$ cat config.mk
export PLATFORM = sky130hd
export DESIGN_NAME = perceptron_classify_train
export DESIGN_NICKNAME = d
export VERILOG_FILES = /design/src/design/pct_pkg.sv /design/src/design/pct_alu.sv /design/src/design/pct_ctrl.sv /design/src/design/perceptron_classify_train.sv
export VERILOG_INCLUDE_DIRS = /design/src /design/src/design
export SDC_FILE = /design/constraint.sdc
export NUM_CORES = 2
export LEC_CHECK = 0
export BUFFER_PORTS_ARGS = -buffer_cell sky130_fd_sc_hd__buf_2
export CORE_UTILIZATION = 53
export CTS_BUF_LIST = sky130_fd_sc_hd__clkbuf_8 sky130_fd_sc_hd__clkbuf_16
export CTS_CLUSTER_DIAMETER = 40
export DETAILED_ROUTE_END_ITERATION = 6
export PLACE_DENSITY_LB_ADDON = 0.12
export SETUP_SLACK_MARGIN = 0.2
export SLEW_MARGIN = 20
export SYNTH_ARGS = -nofsm -noshare
export SYNTH_HDL_FRONTEND = slang
export SYNTH_SLANG_ARGS = --single-unit
$ cat constraint.sdc
create_clock -name clk -period 9.8 [get_ports clk]
set_clock_uncertainty 0.1 [all_clocks]
set_input_delay 0.98 -clock clk [delete_from_list [all_inputs] [get_ports clk]]
set_output_delay 0.98 -clock clk [all_outputs]
set_load 0.05 [all_outputs]
$ cat src/design/perceptron_classify_train_defines.svh
// ----------------------------------------------------------------------------
// perceptron_classify_train_defines.svh
// Assertion macros for the perceptron classify and train block.
// ----------------------------------------------------------------------------
`ifndef PERCEPTRON_CLASSIFY_TRAIN_DEFINES_SVH
`define PERCEPTRON_CLASSIFY_TRAIN_DEFINES_SVH

// same-cycle implication, checked on every rising clock edge out of reset
`define PCT_ASSERT_IMPLIES(label, ante, cons) \
	label: assert property (@(posedge clk) disable iff (!arst_n) (ante) |-> (cons)) \
		else $error("perceptron_classify_train: implication check failed");

// next-cycle implication
`define PCT_ASSERT_NEXT(label, ante, cons) \
	label: assert property (@(posedge clk) disable iff (!arst_n) (ante) |=> (cons)) \
		else $error("perceptron_classify_train: next-cycle check failed");

`endif

$ cat src/design/pct_pkg.sv
`timescale 1ns / 1ps
// ----------------------------------------------------------------------------
// pct_pkg
// Shared constants, register indexes, sequencer state and control types.
// ----------------------------------------------------------------------------
package pct_pkg;

	localparam int MAX_LEN      = 16;
	localparam int FEATURE_BITS = 16;
	localparam int LEN_BITS     = 5;
	localparam int LEVEL_BITS   = 36;
	localparam int RATE_BITS    = 16;
	localparam int CFG_BITS     = 36;
	localparam int CFG_IDX_BITS = 2;

	localparam logic [LEN_BITS-1:0]   VECTOR_LENGTH_RST  = 5'd16;
	localparam logic [LEVEL_BITS-1:0] DECISION_LEVEL_RST = '0;
	localparam logic [RATE_BITS-1:0]  LEARN_RATE_RST     = 16'd22938;

	localparam logic [CFG_IDX_BITS-1:0] REG_VECTOR_LENGTH  = 2'd0;
	localparam logic [CFG_IDX_BITS-1:0] REG_DECISION_LEVEL = 2'd1;
	localparam logic [CFG_IDX_BITS-1:0] REG_LEARN_RATE     = 2'd2;

	typedef enum logic [2:0] {
		ST_IDLE,
		ST_AMUL,
		ST_AADD,
		ST_DECIDE,
		ST_TREAD,
		ST_TMUL,
		ST_TUPD
	} state_t;

	typedef struct packed {
		logic in_ready;
		logic load_item;
		logic mul_acc;
		logic mul_train;
		logic sum_update;
		logic cnt_inc;
		logic out_load;
		logic wt_write;
		logic clear_vec;
		logic i_inc;
		logic rd_train;
	} ctrl_t;

	typedef struct packed {
		logic in_valid;
		logic final_feat;
		logic train_needed;
		logic out_free;
		logic i_last;
	} status_t;

endpackage

$ cat src/design/pct_alu.sv
`timescale 1ns / 1ps
// ----------------------------------------------------------------------------
// pct_alu
// Shared multiplier with registered product, plus the saturating sum update
// and the rounded, saturating weight update that follow it.
// ----------------------------------------------------------------------------
module pct_alu #(
	parameter int FEATURE_BITS = pct_pkg::FEATURE_BITS
) (
	input  logic                           clk,
	input  pct_pkg::ctrl_t                 ctrl,
	input  logic signed [FEATURE_BITS-1:0] acc_feature,
	input  logic signed [FEATURE_BITS-1:0] weight,
	input  logic [pct_pkg::RATE_BITS-1:0]  rate,
	input  logic signed [FEATURE_BITS-1:0] train_feature,
	input  logic signed [2*FEATURE_BITS+4:0] sum,
	input  logic                           up,
	output logic signed [2*FEATURE_BITS+4:0] sum_next,
	output logic signed [FEATURE_BITS-1:0] weight_next
);

	localparam int FB = FEATURE_BITS;
	localparam int RB = pct_pkg::RATE_BITS;
	localparam int MA = (FB > RB + 1) ? FB : RB + 1;
	localparam int PW = MA + FB;
	localparam int SW = 2 * FB + 5;
	localparam int DW = PW + 1 - RB;
	localparam int UW = DW + 1;

	localparam logic signed [PW:0] ROUND =
		{{(PW - RB + 1){1'b0}}, 1'b1, {(RB - 1){1'b0}}};
	localparam logic signed [SW-1:0] S_MAX = {1'b0, {(SW - 1){1'b1}}};
	localparam logic signed [SW-1:0] S_MIN = {1'b1, {(SW - 1){1'b0}}};
	localparam logic signed [UW-1:0] W_MAX = {{(UW - FB + 1){1'b0}}, {(FB - 1){1'b1}}};
	localparam logic signed [UW-1:0] W_MIN = {{(UW - FB + 1){1'b1}}, {(FB - 1){1'b0}}};

	logic signed [MA-1:0] mul_a;
	logic signed [FB-1:0] mul_b;
	logic signed [PW-1:0] prod_q;
	logic signed [SW:0]   sum_wide;
	logic signed [PW:0]   rnd;
	logic signed [DW-1:0] delta;
	logic signed [UW-1:0] w_wide;

	always_comb begin
		if (ctrl.mul_train) begin
			mul_a = $signed({{(MA - RB){1'b0}}, rate});
			mul_b = train_feature;
		end else begin
			mul_a = MA'(acc_feature);
			mul_b = weight;
		end
	end

	always_ff @(posedge clk) begin
		if (ctrl.mul_acc || ctrl.mul_train) begin
			prod_q <= mul_a * mul_b;
		end
	end

	// a feature times a weight always fits in 2*FB bits
	always_comb begin
		sum_wide = (SW + 1)'(sum) + (SW + 1)'($signed(prod_q[2*FB-1:0]));
		if (sum_wide[SW] != sum_wide[SW-1]) begin
			sum_next = sum_wide[SW] ? S_MIN : S_MAX;
		end else begin
			sum_next = sum_wide[SW-1:0];
		end
	end

	// round to nearest, ties up, then apply the error sign
	always_comb begin
		rnd    = (PW + 1)'(prod_q) + ROUND;
		delta  = $signed(rnd[PW:RB]);
		w_wide = up ? (UW'(weight) + UW'(delta)) : (UW'(weight) - UW'(delta));
		if (w_wide > W_MAX) begin
			weight_next = W_MAX[FB-1:0];
		end else if (w_wide < W_MIN) begin
			weight_next = W_MIN[FB-1:0];
		end else begin
			weight_next = w_wide[FB-1:0];
		end
	end

endmodule

$ cat src/design/pct_ctrl.sv
`timescale 1ns / 1ps
// ----------------------------------------------------------------------------
// pct_ctrl
// Sequencer: accumulate one feature, decide the class, walk the weights.
// ----------------------------------------------------------------------------
module pct_ctrl (
	input  logic              clk,
	input  logic              arst_n,
	input  pct_pkg::status_t  status,
	output pct_pkg::ctrl_t    ctrl,
	output pct_pkg::state_t   state
);

	pct_pkg::state_t state_q;
	pct_pkg::state_t state_d;

	always_ff @(posedge clk or negedge arst_n) begin
		if (!arst_n) begin
			state_q <= pct_pkg::ST_IDLE;
		end else begin
			state_q <= state_d;
		end
	end

	always_comb begin
		state_d = state_q;
		unique case (state_q)
			pct_pkg::ST_IDLE: begin
				if (status.in_valid) state_d = pct_pkg::ST_AMUL;
			end
			pct_pkg::ST_AMUL: state_d = pct_pkg::ST_AADD;
			pct_pkg::ST_AADD: begin
				state_d = status.final_feat ? pct_pkg::ST_DECIDE : pct_pkg::ST_IDLE;
			end
			pct_pkg::ST_DECIDE: begin
				if (status.out_free) begin
					state_d = status.train_needed ? pct_pkg::ST_TREAD : pct_pkg::ST_IDLE;
				end
			end
			pct_pkg::ST_TREAD: state_d = pct_pkg::ST_TMUL;
			pct_pkg::ST_TMUL:  state_d = pct_pkg::ST_TUPD;
			pct_pkg::ST_TUPD: begin
				state_d = status.i_last ? pct_pkg::ST_IDLE : pct_pkg::ST_TREAD;
			end
			default: state_d = pct_pkg::ST_IDLE;
		endcase
	end

	always_comb begin
		ctrl = '0;
		unique case (state_q)
			pct_pkg::ST_IDLE: begin
				ctrl.in_ready  = 1'b1;
				ctrl.load_item = status.in_valid;
			end
			pct_pkg::ST_AMUL: ctrl.mul_acc = 1'b1;
			pct_pkg::ST_AADD: begin
				ctrl.sum_update = 1'b1;
				ctrl.cnt_inc    = !status.final_feat;
			end
			pct_pkg::ST_DECIDE: begin
				// hold the decision until the output slot frees up
				ctrl.out_load  = status.out_free;
				ctrl.clear_vec = status.out_free && !status.train_needed;
			end
			pct_pkg::ST_TREAD: ctrl.rd_train = 1'b1;
			pct_pkg::ST_TMUL: begin
				ctrl.rd_train  = 1'b1;
				ctrl.mul_train = 1'b1;
			end
			pct_pkg::ST_TUPD: begin
				ctrl.rd_train  = 1'b1;
				ctrl.wt_write  = 1'b1;
				ctrl.i_inc     = !status.i_last;
				ctrl.clear_vec = status.i_last;
			end
			default: ctrl = '0;
		endcase
	end

	assign state = state_q;

endmodule

$ cat src/design/perceptron_classify_train.sv
`timescale 1ns / 1ps
// ----------------------------------------------------------------------------
// perceptron_classify_train
// Single-layer perceptron: classify a feature vector, optionally train.
// ----------------------------------------------------------------------------
// One feature arrives per input item and is multiplied by its weight on a
// single shared multiplier. An item that does not end a vector goes through
// accept with weight read, multiply and accumulate before the next item is
// taken. The final feature then adds a decide step that compares the sum with
// decision_level, held while the previous guess still waits at the output. When a
// train command meets a wrong guess, the sequencer then walks the n features of
// the vector through the same multiplier, one weight at a time (read, multiply
// by learn_rate, round and write back). The input is not ready during any of
// this. Weights start at zero after reset through per-entry valid bits; no
// clearing pass is needed.
// ----------------------------------------------------------------------------
module perceptron_classify_train #(
	parameter int MAX_LEN      = pct_pkg::MAX_LEN,
	parameter int FEATURE_BITS = pct_pkg::FEATURE_BITS
) (
	input  logic                                clk,
	input  logic                                arst_n,
	input  logic                                wr_en,
	input  logic [pct_pkg::CFG_IDX_BITS-1:0]    wr_index,
	input  logic [pct_pkg::CFG_BITS-1:0]        wr_data,
	input  logic                                in_valid,
	output logic                                in_ready,
	input  logic                                command,
	input  logic signed [FEATURE_BITS-1:0]      feature,
	input  logic                                expected_class,
	output logic                                out_valid,
	input  logic                                out_ready,
	output logic                                guess
);

	localparam int IW   = (MAX_LEN > 1) ? $clog2(MAX_LEN) : 1;
	localparam int CW   = $clog2(MAX_LEN + 1);
	localparam int LW   = (CW > pct_pkg::LEN_BITS) ? CW : pct_pkg::LEN_BITS;
	localparam int SW   = 2 * FEATURE_BITS + 5;
	localparam int CMPW = (SW > pct_pkg::LEVEL_BITS) ? SW : pct_pkg::LEVEL_BITS;

	// configuration
	logic [pct_pkg::LEN_BITS-1:0]          vector_length_q;
	logic signed [pct_pkg::LEVEL_BITS-1:0] decision_level_q;
	logic [pct_pkg::RATE_BITS-1:0]         learn_rate_q;

	always_ff @(posedge clk or negedge arst_n) begin
		if (!arst_n) begin
			vector_length_q  <= pct_pkg::VECTOR_LENGTH_RST;
			decision_level_q <= pct_pkg::DECISION_LEVEL_RST;
			learn_rate_q     <= pct_pkg::LEARN_RATE_RST;
		end else if (wr_en) begin
			case (wr_index)
				pct_pkg::REG_VECTOR_LENGTH:  vector_length_q  <= wr_data[pct_pkg::LEN_BITS-1:0];
				pct_pkg::REG_DECISION_LEVEL: decision_level_q <= wr_data[pct_pkg::LEVEL_BITS-1:0];
				pct_pkg::REG_LEARN_RATE:     learn_rate_q     <= wr_data[pct_pkg::RATE_BITS-1:0];
				default: ;
			endcase
		end
	end

	pct_pkg::ctrl_t   ctrl;
	pct_pkg::status_t status;
	pct_pkg::state_t  state;

	logic signed [FEATURE_BITS-1:0] feature_q;
	logic                           train_q;
	logic                           expected_q;
	logic signed [SW-1:0]           sum_q;
	logic signed [SW-1:0]           sum_next;
	logic [IW-1:0]                  count_q;
	logic [IW-1:0]                  i_q;
	logic                           out_valid_q;
	logic                           guess_q;
	logic                           guess_c;
	logic [LW-1:0]                  eff_len;
	logic [LW-1:0]                  vl_ext;
	logic [LW-1:0]                  n_feat;

	// memories
	logic signed [FEATURE_BITS-1:0] fbuf_mem [MAX_LEN];
	logic signed [FEATURE_BITS-1:0] wt_mem   [MAX_LEN];
	logic [MAX_LEN-1:0]             wt_valid_q;
	logic signed [FEATURE_BITS-1:0] fbuf_rd_q;
	logic signed [FEATURE_BITS-1:0] wt_rd_q;
	logic                           wt_rdv_q;
	logic signed [FEATURE_BITS-1:0] weight_eff;
	logic signed [FEATURE_BITS-1:0] weight_next;
	logic [IW-1:0]                  wt_raddr;

	assign wt_raddr   = ctrl.rd_train ? i_q : count_q;
	assign weight_eff = wt_rdv_q ? wt_rd_q : '0;

	always_ff @(posedge clk) begin
		if (ctrl.load_item) begin
			fbuf_mem[count_q] <= feature;
		end
		fbuf_rd_q <= fbuf_mem[i_q];
	end

	always_ff @(posedge clk) begin
		if (ctrl.wt_write) begin
			wt_mem[i_q] <= weight_next;
		end
		wt_rd_q <= wt_mem[wt_raddr];
	end

	// a weight never written reads as zero
	always_ff @(posedge clk or negedge arst_n) begin
		if (!arst_n) begin
			wt_valid_q <= '0;
			wt_rdv_q   <= 1'b0;
		end else begin
			if (ctrl.wt_write) wt_valid_q[i_q] <= 1'b1;
			wt_rdv_q <= wt_valid_q[wt_raddr];
		end
	end

	// item payload
	always_ff @(posedge clk) begin
		if (ctrl.load_item) begin
			feature_q  <= feature;
			train_q    <= command;
			expected_q <= expected_class;
		end
	end

	always_ff @(posedge clk or negedge arst_n) begin
		if (!arst_n) begin
			sum_q   <= '0;
			count_q <= '0;
			i_q     <= '0;
		end else begin
			if (ctrl.clear_vec) begin
				sum_q   <= '0;
				count_q <= '0;
				i_q     <= '0;
			end else begin
				if (ctrl.sum_update) sum_q <= sum_next;
				if (ctrl.cnt_inc) count_q <= count_q + 1'b1;
				if (ctrl.i_inc) i_q <= i_q + 1'b1;
			end
		end
	end

	// output slot
	always_ff @(posedge clk or negedge arst_n) begin
		if (!arst_n) begin
			out_valid_q <= 1'b0;
		end else if (ctrl.out_load) begin
			out_valid_q <= 1'b1;
		end else if (out_ready) begin
			out_valid_q <= 1'b0;
		end
	end

	always_ff @(posedge clk) begin
		if (ctrl.out_load) guess_q <= guess_c;
	end

	// effective vector length: zero acts as one, clamp at MAX_LEN
	always_comb begin
		vl_ext = LW'(vector_length_q);
		if (vl_ext == '0) begin
			eff_len = LW'(1);
		end else if (vl_ext > LW'(MAX_LEN)) begin
			eff_len = LW'(MAX_LEN);
		end else begin
			eff_len = vl_ext;
		end
	end

	assign n_feat  = LW'(count_q) + LW'(1);
	assign guess_c = (CMPW'(sum_q) >= CMPW'(decision_level_q));

	assign status.in_valid     = in_valid;
	assign status.final_feat   = (n_feat >= eff_len);
	assign status.train_needed = train_q && (expected_q != guess_c);
	assign status.out_free     = !out_valid_q || out_ready;
	assign status.i_last       = (i_q == count_q);

	pct_ctrl u_ctrl (
		.clk    (clk),
		.arst_n (arst_n),
		.status (status),
		.ctrl   (ctrl),
		.state  (state)
	);

	// err > 0 exactly when the stored guess was 0
	pct_alu #(
		.FEATURE_BITS (FEATURE_BITS)
	) u_alu (
		.clk           (clk),
		.ctrl          (ctrl),
		.acc_feature   (feature_q),
		.weight        (weight_eff),
		.rate          (learn_rate_q),
		.train_feature (fbuf_rd_q),
		.sum           (sum_q),
		.up            (!guess_q),
		.sum_next      (sum_next),
		.weight_next   (weight_next)
	);

	assign in_ready  = ctrl.in_ready;
	assign out_valid = out_valid_q;
	assign guess     = guess_q;

`include "perceptron_classify_train_defines.svh"

	`PCT_ASSERT_NEXT(a_accept_to_mul, in_valid && in_ready, state == pct_pkg::ST_AMUL)
	`PCT_ASSERT_IMPLIES(a_write_needs_train, ctrl.wt_write, train_q)
	`PCT_ASSERT_IMPLIES(a_result_from_decide, $rose(out_valid), $past(state == pct_pkg::ST_DECIDE))

endmodule
* After elaboration in Yosys (flattened, before gate mapping) *
Memories as Yosys holds them, arrays and structs flattened. A register that Yosys moved wholly into a read port is not among the register bits.
Cells that the tools add are included.

storage, ports and cells
  bits of input ports = 61
  memories kept = 2
  output and inout bits = 3
  register bits = 175
  word-level logic and storage cells = 110
  bits in writable memories = 512

memories
  memory    words  width  rd ports  clocked after Yosys merged registers in  wr ports  RTL line                         source
  fbuf_mem  16     16     1         1                                        1         perceptron_classify_train.sv:81  logic signed [FEATURE_BITS-1:0] fbuf_mem [MAX_LEN];
  wt_mem    16     16     1         1                                        1         perceptron_classify_train.sv:82  logic signed [FEATURE_BITS-1:0] wt_mem [MAX_LEN];

operators by class
  muxes and demuxes = 42
  order comparisons = 8
  equal/unequal tests = 13
  bitwise gates (word level) = 1
  reduce and logical (&&, ||, !) cells = 21
  add/sub/neg operators = 7
  $mul = 1

operator list
  cell                      number
  $mux W37                  4
  $mux W16                  4
  $add A37 B32 Y38          1
  $ge A37 B36 Y1            1
  $add A33 B17 Y34 const B  1
  $mul A17 B16 Y33          1
  $pmux W3 S7               1
  $mux W4                   5
  $add A16 B18 Y19          1
  $gt A19 B16 Y1 const B    1
  $lt A19 B16 Y1 const B    1
  $mux W19                  1
  $sub A16 B18 Y19          1
  $mux W17                  1
  $or A16 B16 Y16           1
  $mux W1                   14
  $mux W3                   4
  $lt A4 B5 Y1 const B      2
  $mux W5                   2
  $eq A3 B3 Y1 const B      3
  $add A4 B1 Y4 const B     2
  $reduce_and A2 Y1         4
  $reduce_bool A2 Y1        4
  $eq A3 B2 Y1 const B      2
  other kinds (22)          31

* Depth between registers and ports, before layout *
  depth after elaboration = 8
  depth in mapped cells = 33
  mapped depth without buffers = 28

* Cells and area by module *
A second synthesis with hierarchy kept.

second synthesis, totals
  cells, all modules = 3,316
  area, all modules = 43,220.2 um^2

by module, submodules not included
  module                     times used  area an instance (um^2)  cells each  sequential area each (um^2)
  perceptron_classify_train  1           26,790.7                 1,395       19,600.0
  pct_alu                    1           16,166.8                 1,891       991.0
  pct_ctrl                   1           262.8                    30          75.1

* Worst setup path after synthesis *
No wires, ideal clock.

  path type = register to register
  start point = register u_ctrl.state_q[1] (netlist: u_ctrl.state[1])
  end point = register u_alu.prod_q[32] (data pin)
  library setup time = 260 ps
  path buffers = 4
  slack = 691 ps
  period minus slack after synthesis = 9,109 ps
  arrival = 8,749 ps
  cell stages (with the launch flop) = 28
  data required time = 9,440 ps
  path through = dfrtp_1 clkbuf_1 nor2b_1 and2_1 clkbuf_1 buf_1 clkbuf_1 nand2_1 o21ai_1 nand2_1 fa_1 fa_1 fa_1 fa_1 inv_1 fa_1 fa_1 ha_1 a21o_1 a21oi_1 o21ai_0 a22oi_1 a21oi_1 a41oi_1 a2111oi_0 o21a_1 nor2_1 xnor2_1

between the ends
  longest elaborated chain between the ends = 4
  elaborated cells on any way between the ends = 5
  classes of those cells = mul: 1; eq/ne: 1; mux: 3

ends and longest elaborated chain
  what                                         RTL line        source
  start: declaration                           pct_ctrl.sv:14  pct_pkg::state_t state_q;
  start signal: assignment                     pct_ctrl.sv:19  state_q <= pct_pkg::ST_IDLE;
  start signal: assignment                     pct_ctrl.sv:21  state_q <= state_d;
  $eq A3 B3 Y1 (*)                             pct_ctrl.sv:51  unique case (state_q)
  $mux W1 (*)                                  pct_ctrl.sv:51
  $mux W17 / $mux W16 (equally long branches)  pct_alu.sv:46   if (ctrl.mul_train) begin
  $mul A17 B16 Y33 (*)                         pct_alu.sv:57   prod_q <= mul_a * mul_b;
  end signal: assignment                       pct_alu.sv:57
  end: declaration                             pct_alu.sv:39   logic signed [PW-1:0] prod_q;

Mark *: on every way between the ends. The rest lies on a longest branch, timed or not.
A chain may end at the register's enable or synchronous reset.

* Worst setup path after layout *
  start point = register u_ctrl.state_q[0] (netlist: u_ctrl.state[0])
  end point = register u_alu.prod_q[32] (data pin)

The elaborated chain is that of the path after synthesis.

==> summary.txt <==
Logic synthesis
  – Post-Syn Area per Cell: 12.99 um2
  – Syn Inst Count: 3,258
  – Synth cell types: 81
  – Synth async-reset ratio: 17.11%
  – Sequential share of the synthesized area: 48.81%
  – Syn nets: 3,788
  – Number of synthesized flops with an enable pin: 564
  – Dominant synthesized flop cell: edfxtp_1
  – Cell Area, Synth: 0.04234 mm2
  – #FFs+latches synth: 719
  – Ys Warns: 0

Clock network
  – CTS tree: built
  – Root buffer cell: clkbuf_16
  – Worst-skew pair later-pin latency: 700 ps
  – Clock tree buffer depth: 3
  – Clock-pin slew on the worst setup and hold paths: 50 ps
  – Sink Count: 719
  – Post-CTS sizing: 0
  – H-tree depth: 3
  – Cts bufs inserted: 99
  – Setup repair bufs after CTS: 0
  – Hold buffers post-CTS: 0

Floorplan
  – Initial Utilization: 53.59%
  – I/O pins: 64
  – Total core area: 0.07900 mm2
  – Std-Cell Rows: 103
  – Horiz. Die Dim: 284.6 um
  – Die footprint: 0.08101 mm2
  – Die H: 284.6 um

Placement
  – Count of input and output buffers: 63
  – Dpl cells: 4,336
  – DP HPWL: 79,310 um
  – Routability cong.: 0.9574

Setup path
  – R2R depth: 24
  – Reg2reg end: u_alu.prod_q[32]$_DFFE_PP_
  – Critical Path Fanout Max: 43
  – WP data required: 10,060 ps
  – Crit path max-delay cell type: mux2i_1
  – Crit path DAT: 8980 ps
  – Setup CP Type: reg -> reg
  – R2r setup slk: 1070 ps
  – Worst stage delay on the critical path: 820 ps
  – Crit. End Element: flip-flop
  – Worst path cell trace: nor2b_4 > and2_2 > buf_4 > mux2i_1 > nor2_1 > fa_1 > fa_1 > ha_1 > fa_1 > inv_1 > fa_1 > fa_1 > inv_1 > ha_1 > o21ai_0 > a21oi_1 > o41a_1 > a22oi_1 > a21oi_1 > a41oi_1 > a2111oi_0 > o21a_1 > nor2_1 > xnor2_1
  – Worst setup SP type: flip-flop
  – Start of the worst register-to-register path: u_ctrl.state[0]$_DFFE_PN0P_
  – Cell mode on critical path: fa_1

Global routing
  – Initial antenna violation count: 2
  – Largest net degree at the start of global routing: 71
  – Vias in the first global route: 28,000
  – Global-route wire length before repair: 170,300 um
  – Grt ovf: 0
  – All-Layer GR Usage: 28.14%

STA
  – Period minus WS final: 8727 ps
  – Final Slew Violations: 0
  – Setup_tns: 0 ps
  – Final Hold Fails: 0
  – Fmax: 114.6 MHz
  – Slew headroom: 20.14%
  – Final setup vio count: 0
  – Final hold slack: 156.7 ps
  – Worst-Margin Slew: 1195 ps
  – RSZ-0062 raised after global routing: no
  – Period utilisation layout: 89.05%

Final layout
  – FILL cells: 6,114
  – Area taken by multi-input logic gates: 0.01981 mm2
  – Finished Layout Cells: 4,523
  – Nets: 3,918
  – Layout cell share with drive strength beyond 1: 17.49%
  – Register Area: 0.02067 mm2
  – Area delta synth->final: 12.88%

Min path
  – HP Class: in -> async

Detailed routing
  – Routed len/inst: 24.47 um
  – DR top layer: met4
  – M1 WL: 47,490 um
  – Total wire length: 110,700 um
  – Via density: 5.813
  – Met2 WL: 54,110 um
  – Drt pass-1 iters: 5
  – Drt drc: 0
  – DR WL met3: 5752 um
  – Starting DRT DRC Count: 2,061
  – Final ANT Viol Nets: 0
  – Routed vias: 26,290

Run
  – MaxCap Viol Count: 0

Run status
  – Status: complete, no violations
-- metal layers --
layer	vias up	GRT usage, %
met3	199	4.045
met4	0	8.575
met2	760	46.71
met5	-	0
li1	11760	-
met1	13580	38.53
-- final cells by class --
type / count / area share, %
sequential: 719 / 43.26
multi-input combinational: 2024 / 41.45
clock buffer: 111 / 5.577
inverter: 398 / 3.126
tap: 1050 / 2.749
timing repair buffer: 146 / 2.019
clock inverter: 73 / 1.809
antenna: 2 / 0.01047
-- cells in the mapped netlist, types with 9 or more instances --
master     number  area share, %
edfxtp_1      564             40
mux2_2         72            1.9
buf_1           9          0.080
a21o_1         35           0.62
nor3_1         35           0.41
nor3b_1        10           0.18
a211o_1        29           0.60
buf_2          10           0.12
a211oi_1       31           0.55
dfxtp_1        32            1.5
o21bai_1       12           0.21
or2_2          20           0.30
o31ai_1        11           0.20
nand2_1       271            2.4
nor4_1         11           0.16
o2bb2ai_1       9           0.19
and2_1         26           0.38
nand2b_1       25           0.37
a21oi_1        85            1.0
xnor2_1        75            1.6
nor2b_1        16           0.24
clkbuf_1       91           0.81
dfstp_2         9           0.56
mux4_2        148            7.9
and3_1         10           0.15
fa_1          278             13
xor2_1         40           0.83
nor2_1        275            2.4
nand4_1        16           0.24
mux2i_1        22           0.52
a31oi_1        29           0.43
o21ai_0        79           0.93
o21a_1         35           0.62
nand3_1        34           0.40
inv_1         398            3.5
dfrtp_1       114            6.7
ha_1          191            5.6
-- how the worst max path moves through the flow --
stage,from,endpoint,slack [ps],cells past startpoint
after global routing,u_ctrl.state[0]$_DFFE_PN0P_,u_alu.prod_q[32]$_DFFE_PP_,600,26
after floorplan,u_ctrl.state[1]$_DFFE_PN0P_,u_alu.prod_q[32]$_DFFE_PP_,690,27
final,u_ctrl.state[0]$_DFFE_PN0P_,u_alu.prod_q[32]$_DFFE_PP_,1070,24
after detailed placement,u_ctrl.state[0]$_DFFE_PN0P_,u_alu.prod_q[32]$_DFFE_PP_,1090,24
after global placement,u_ctrl.state[0]$_DFFE_PN0P_,u_alu.prod_q[32]$_DFFE_PP_,1250,24
after CTS,u_ctrl.state[0]$_DFFE_PN0P_,u_alu.prod_q[32]$_DFFE_PP_,1060,24
-- sequential cells by signal (all words and copies together) (netlist names) --
name	count
feature_q	16
train_q	1
u_alu.prod_q	33
fbuf_mem	256
wt_mem	256
guess	1
vector_length_q	5
expected_q	1
count_q	4
wt_valid_q	16
wt_rd_q	16
u_ctrl.state	3
sum_q	37
learn_rate_q	16
i_q	4
decision_level_q	36
fbuf_rd_q	16
wt_rdv_q	1
out_valid	1
-- logic make-up (layout without fill, tap and decap cells) --
logic type / after synthesis / count (layout) / share of synthesized area (%)
xor gates and xnor gates: 116 / 116 / 2.432
AOI/OAI and AO/OA: 420 / 420 / 6.741
DFF: 719 / 719 / 48.81
other: 0 / 2 / 0
adders and majority gates: 469 / 469 / 18.79
muxes: 242 / 242 / 10.31
buffers and inverters: 515 / 728 / 4.675
and+or+nand+nor: 777 / 777 / 8.240
-- metrics by stage --
step	cell area, um2	utilization [%]	setup slack [ps]
after floorplan	42340	-	690.8
after global placement	44230	55.98	1247
after detailed placement	44230	55.98	1094
after CTS	47760	60.45	1064
after global routing	47790	60.49	602.2
final	47790	60.49	1073
-- worst max-delay path, delay by kind of cell, from the launching register on --
kind | cells | cell delay, ps
multiplexers | 1 | 820
AO/OA/AOI/OAI | 8 | 2310
XOR/XNOR | 1 | 110
flip-flops | 1 | 540
adder cells (fa/ha/maj) | 7 | 3020
buffers and inverters | 3 | 490
AND/OR/NAND/NOR | 4 | 1060
-- layout by cell type, fill, tap and decap left out, types with 20 or more instances in the layout --
master,count
edfxtp_1,564
o21ai_0,79
dfrtp_1,111
xor2_1,40
fa_1,278
mux4_2,148
nand3_1,34
a21o_1,35
o21a_1,35
nor2_1,266
nand2_1,271
a21oi_1,83
or2_2,20
clkbuf_16,101
xnor2_1,75
a31oi_1,29
inv_1,415
nand2b_1,25
a211o_1,29
a211oi_1,31
and2_1,25
mux2i_1,20
nor3_1,27
ha_1,191
buf_2,62
mux2_2,72
buf_4,82
dfxtp_1,32
Power is left out: the tool's default activity adds up to more than one toggle a clock period on the data nets, which glitch-free logic cannot reach.
